**config.mk**
```make
export PLATFORM = sky130hd
export DESIGN_NAME = krt_ram
export DESIGN_NICKNAME = d
export VERILOG_FILES = /design/src/rtl/krt_pkg.sv /design/src/rtl/krt_ram.sv
export SDC_FILE = /design/constraint.sdc
export NUM_CORES = 2
export LEC_CHECK = 0
export BUFFER_PORTS_ARGS = -buffer_cell sky130_fd_sc_hd__buf_4
export CORE_ASPECT_RATIO = 0.75
export CORE_UTILIZATION = 50
export CTS_CLUSTER_DIAMETER = 100
export CTS_CLUSTER_SIZE = 16
export DETAILED_ROUTE_END_ITERATION = 16
export GPL_ROUTABILITY_DRIVEN = 1
export PLACE_DENSITY = 0.68
export SLEW_MARGIN = 20
export SYNTH_ARGS = -nofsm -noshare
export SYNTH_HDL_FRONTEND = slang
export SYNTH_SLANG_ARGS = --single-unit
```
**constraint.sdc**
```tcl
create_clock -name clk_i -period 3.9 [get_ports clk_i]
set_input_delay 0.39 -clock clk_i [delete_from_list [all_inputs] [get_ports clk_i]]
set_output_delay 0.39 -clock clk_i [all_outputs]
set_load 0.02 [all_outputs]
```
**src/rtl/krt_pkg.sv**
```systemverilog
// krt_pkg: shared constants, command and status codes, word types
// for the keyed record table; no dependencies
package krt_pkg;

  localparam int KRT_ENTRIES = 64;
  localparam int KRT_DATA_W  = 32;

  // command codes
  localparam logic [1:0] CMD_INSERT = 2'd0;
  localparam logic [1:0] CMD_SEARCH = 2'd1;
  localparam logic [1:0] CMD_UPDATE = 2'd2;
  localparam logic [1:0] CMD_LIST   = 2'd3;

  // status codes
  localparam logic [2:0] ST_OK      = 3'd0;
  localparam logic [2:0] ST_FULL    = 3'd1;
  localparam logic [2:0] ST_DUP     = 3'd2;
  localparam logic [2:0] ST_MISSING = 3'd3;
  localparam logic [2:0] ST_EMPTY   = 3'd4;

  typedef struct packed {
    logic [1:0]                   command;
    logic signed [KRT_DATA_W-1:0] part_key;
    logic signed [KRT_DATA_W-1:0] amount;
  } krt_req_t;

  typedef struct packed {
    logic [2:0]                   status;
    logic signed [KRT_DATA_W-1:0] out_key;
    logic signed [KRT_DATA_W-1:0] out_quantity;
    logic                         last;
  } krt_rsp_t;

endpackage

```
**src/rtl/krt_ram.sv**
```systemverilog
// krt_ram: generic single-write, single-read ram with registered read
// depends on krt_pkg for default sizes
module krt_ram import krt_pkg::*; #(
  parameter int WIDTH = KRT_DATA_W,
  parameter int DEPTH = KRT_ENTRIES
) (
  input  logic                                  clk_i,
  input  logic                                  we_i,
  input  logic [((DEPTH > 1) ? $clog2(DEPTH) : 1)-1:0] waddr_i,
  input  logic [WIDTH-1:0]                      wdata_i,
  input  logic [((DEPTH > 1) ? $clog2(DEPTH) : 1)-1:0] raddr_i,
  output logic [WIDTH-1:0]                      rdata_o
);

  logic [WIDTH-1:0] mem_q [DEPTH];
  logic [WIDTH-1:0] rdata_q;

  always_ff @(posedge clk_i) begin
    if (we_i) begin
      mem_q[waddr_i] <= wdata_i;
    end
    rdata_q <= mem_q[raddr_i];
  end

  assign rdata_o = rdata_q;

endmodule

```
==> results.toml <==
[timing]
maxSlewHeadroom_pct = 16.1
slew_viol_final = 0
tns_ns = 0
rsz0062_at_grt = "no"
fin_skew_ns = 0.0335
finalHoldViolations = 0
finalCritPeriodShare_pct = 76.5
period_minus_slack_ns = 2.98
max_freq_mhz = 335
setup_violations = 0
tightest_slew_ns = 1.26

[place]
hpwl_mm = 109
dp.cells = 5499
port_buffers = 77
gp_congestion = 0.786

[clock_network]
numCtsBuffers = 147
clockBufferDepth = 3
hold_buffers = 0
cts_tree = "yes"
post_cts_resized = 0
cts-root-buf = "clkbuf_16"
clock_sinks = 2080
clkTransAtPathRegs_ns = 0.07
cts_setup_buffers = 0
clk_latency_ns = 0.81
htreeDepth = 4

[floorplanning]
start_util_pct = 50.6
core-area_sq_um = 155000
rows = 125
io-pin-count = 78
fp.dieArea_sq_um = 159000
dieHeight_um = 345
die_x_um = 460

[synth]
syn_inst = 3324
synth_top_area_cell = "edfxtp_1"
synth.most_common_cell = "edfxtp_1"
synth-edff-count = 2048
synth-seq-area-share_pct = 79.1
synth_seq_cells = 2080
postSynthAreaPerCell_sq_um = 23.6
netlist_top_cells_area = "edfxtp_1, mux4_2, mux2i_1"
syn-num-nets = 3370
ys_warn_count = 0
synthTopCellsByCount = "edfxtp_1, mux4_2, nor2_1"
synth-main-ff-cell = "edfxtp_1"
synthArstFlopShare_pct = 0
syn-cell-area_sq_um = 78500
synth.distinct_cells = 34
post-synth-top-area-fraction_pct = 78.3

[global_route]
grt_max_degree = 76
grt_pass1_vias = 36500
grt_use_total_pct = 24.6
overflow = 0
grt_first_pass_wirelength_mm = 273
antenna_found_initial = 18

[detailed_routing]
wl_per_cell_um = 33.7
drt-initial-drc-count = 4898
antenna_left = 0
vias_per_cell = 6.41
first_pass_iters = 6
vias = 36900
drc = 0
wl_mm = 194

[worst_setup_path]
crit_path_start_kind = "primary input"
crit_type = "in -> reg"
critPathCaptureType = "register"
cp_common_cell = "mux4_2"
cp_data_required_time_ns = 4.54
crit_fanout = 31
cp_slowest_cell = "o22ai_1"
worst_ep_arrival_time_ns = 3.62
slowest_delay_ns = 0.97
path_cells = "buf_8, buf_12, buf_4, mux4_2, mux4_2, o22ai_1, nor2_1"

[power]
power_density_nw_per_um2 = 476
p_leak_nw = 26.8
ir_drop_mv = 0.423
power_mw = 41.6

[outcome]
status = "completed"

[cells_and_area]
drive_gt1_share_pct = 28.4
fin_nets = 3599
fillers = 11100
final_util_pct = 56.3
final_cell_count_no_fill = 5750
area_growth_pct = 11.3

[min_path]
hold_path_class = "in -> reg"

[run]
maxCapViolCount = 0
## power breakdown
part | switching [mW] | internal [mW] | total, mW
combinational | 1.43 | 0.904 | 2.33
clock | 7.30 | 7.09 | 14.4
sequential | 0.123 | 24.7 | 24.8
## cells in the final DEF (no fill, tap or decap), drive strengths merged
cell and instances:
a21oi 62, a22oi 12, a311oi 8, a31oi 1, a41o 4, and2 2
and3 4, buf 262, clkbuf 229, clkinv 3, dfxtp 32, diode 10
edfxtp 2048, inv 9, mux2i 93, mux4 544, nand2 26, nand2b 8
nand3 5, nand3b 5, nand4 2, nand4b 1, nor2 137, nor2b 15
nor3 7, o221ai 27, o22ai 84, o32ai 4, or2 3, or3 3
or3b 5
## state kept, by name, summed over array words and instances, names as in the netlist
| signal | cells |
|---|---|
| rdata_o | 32 |
| mem_q | 2048 |
## area by class of cell
cell class                 count  area [sq um]  share of cell area, %
clock inverter                12           141                  0.162
multi-input combinational   1062         16000                   18.3
tap                         2095          2620                   3.00
clock buffer                 229          4010                   4.58
sequential                  2080         62100                   71.1
timing repair buffer         262          2510                   2.87
antenna                       10          25.0                 0.0286
## final timing paths
kind	startpoint	depth (start not counted)	slack, ns	endpoint
setup / recovery	raddr_i[0]	7	0.92	rdata_o[28]
hold reg to reg	mem_q[29][4]	4	0.78	rdata_o[4]
setup reg to reg	mem_q[51][28]	4	1.26	rdata_o[28]
hold / removal	wdata_i[29]	1	0.10	mem_q[10][29]
## worst max-delay path: cells and delay by family
kind,cells,cell delay (ns)
AOI/OAI and AO/OA,1,0.97
buffers and inverters,3,1.02
muxes,2,1.04
and+or+nand+nor,1,0.14
## metrics by stage
stage	hold slack, ns	setup WS [ns]	cell area (sq um)
6_report	0.100	0.915	87400
5_1_grt	0.124	0.889	87400
4_1_cts	0.0759	0.995	87400
3_5_place_dp	0.765	0.155	83200
3_3_place_gp	0.720	0.175	83200
2_1_floorplan	0.489	0.350	78500
## kinds of logic after synthesis
| group | share of synthesized area, % |
|---|---|
| DFF | 79.1 |
| muxes | 16.8 |
| and+or+nand+nor | 1.27 |
| AOI/OAI and AO/OA | 1.67 |
| buffers and inverters | 1.13 |
## per-layer routing
metal  track usage [%]  share of wire (%)
met5                 0              0.029
met4              7.26                2.6
met3              6.63                 11
met2              36.7                 46
met1              35.9                 40
Power figures use the tool's default switching activity.
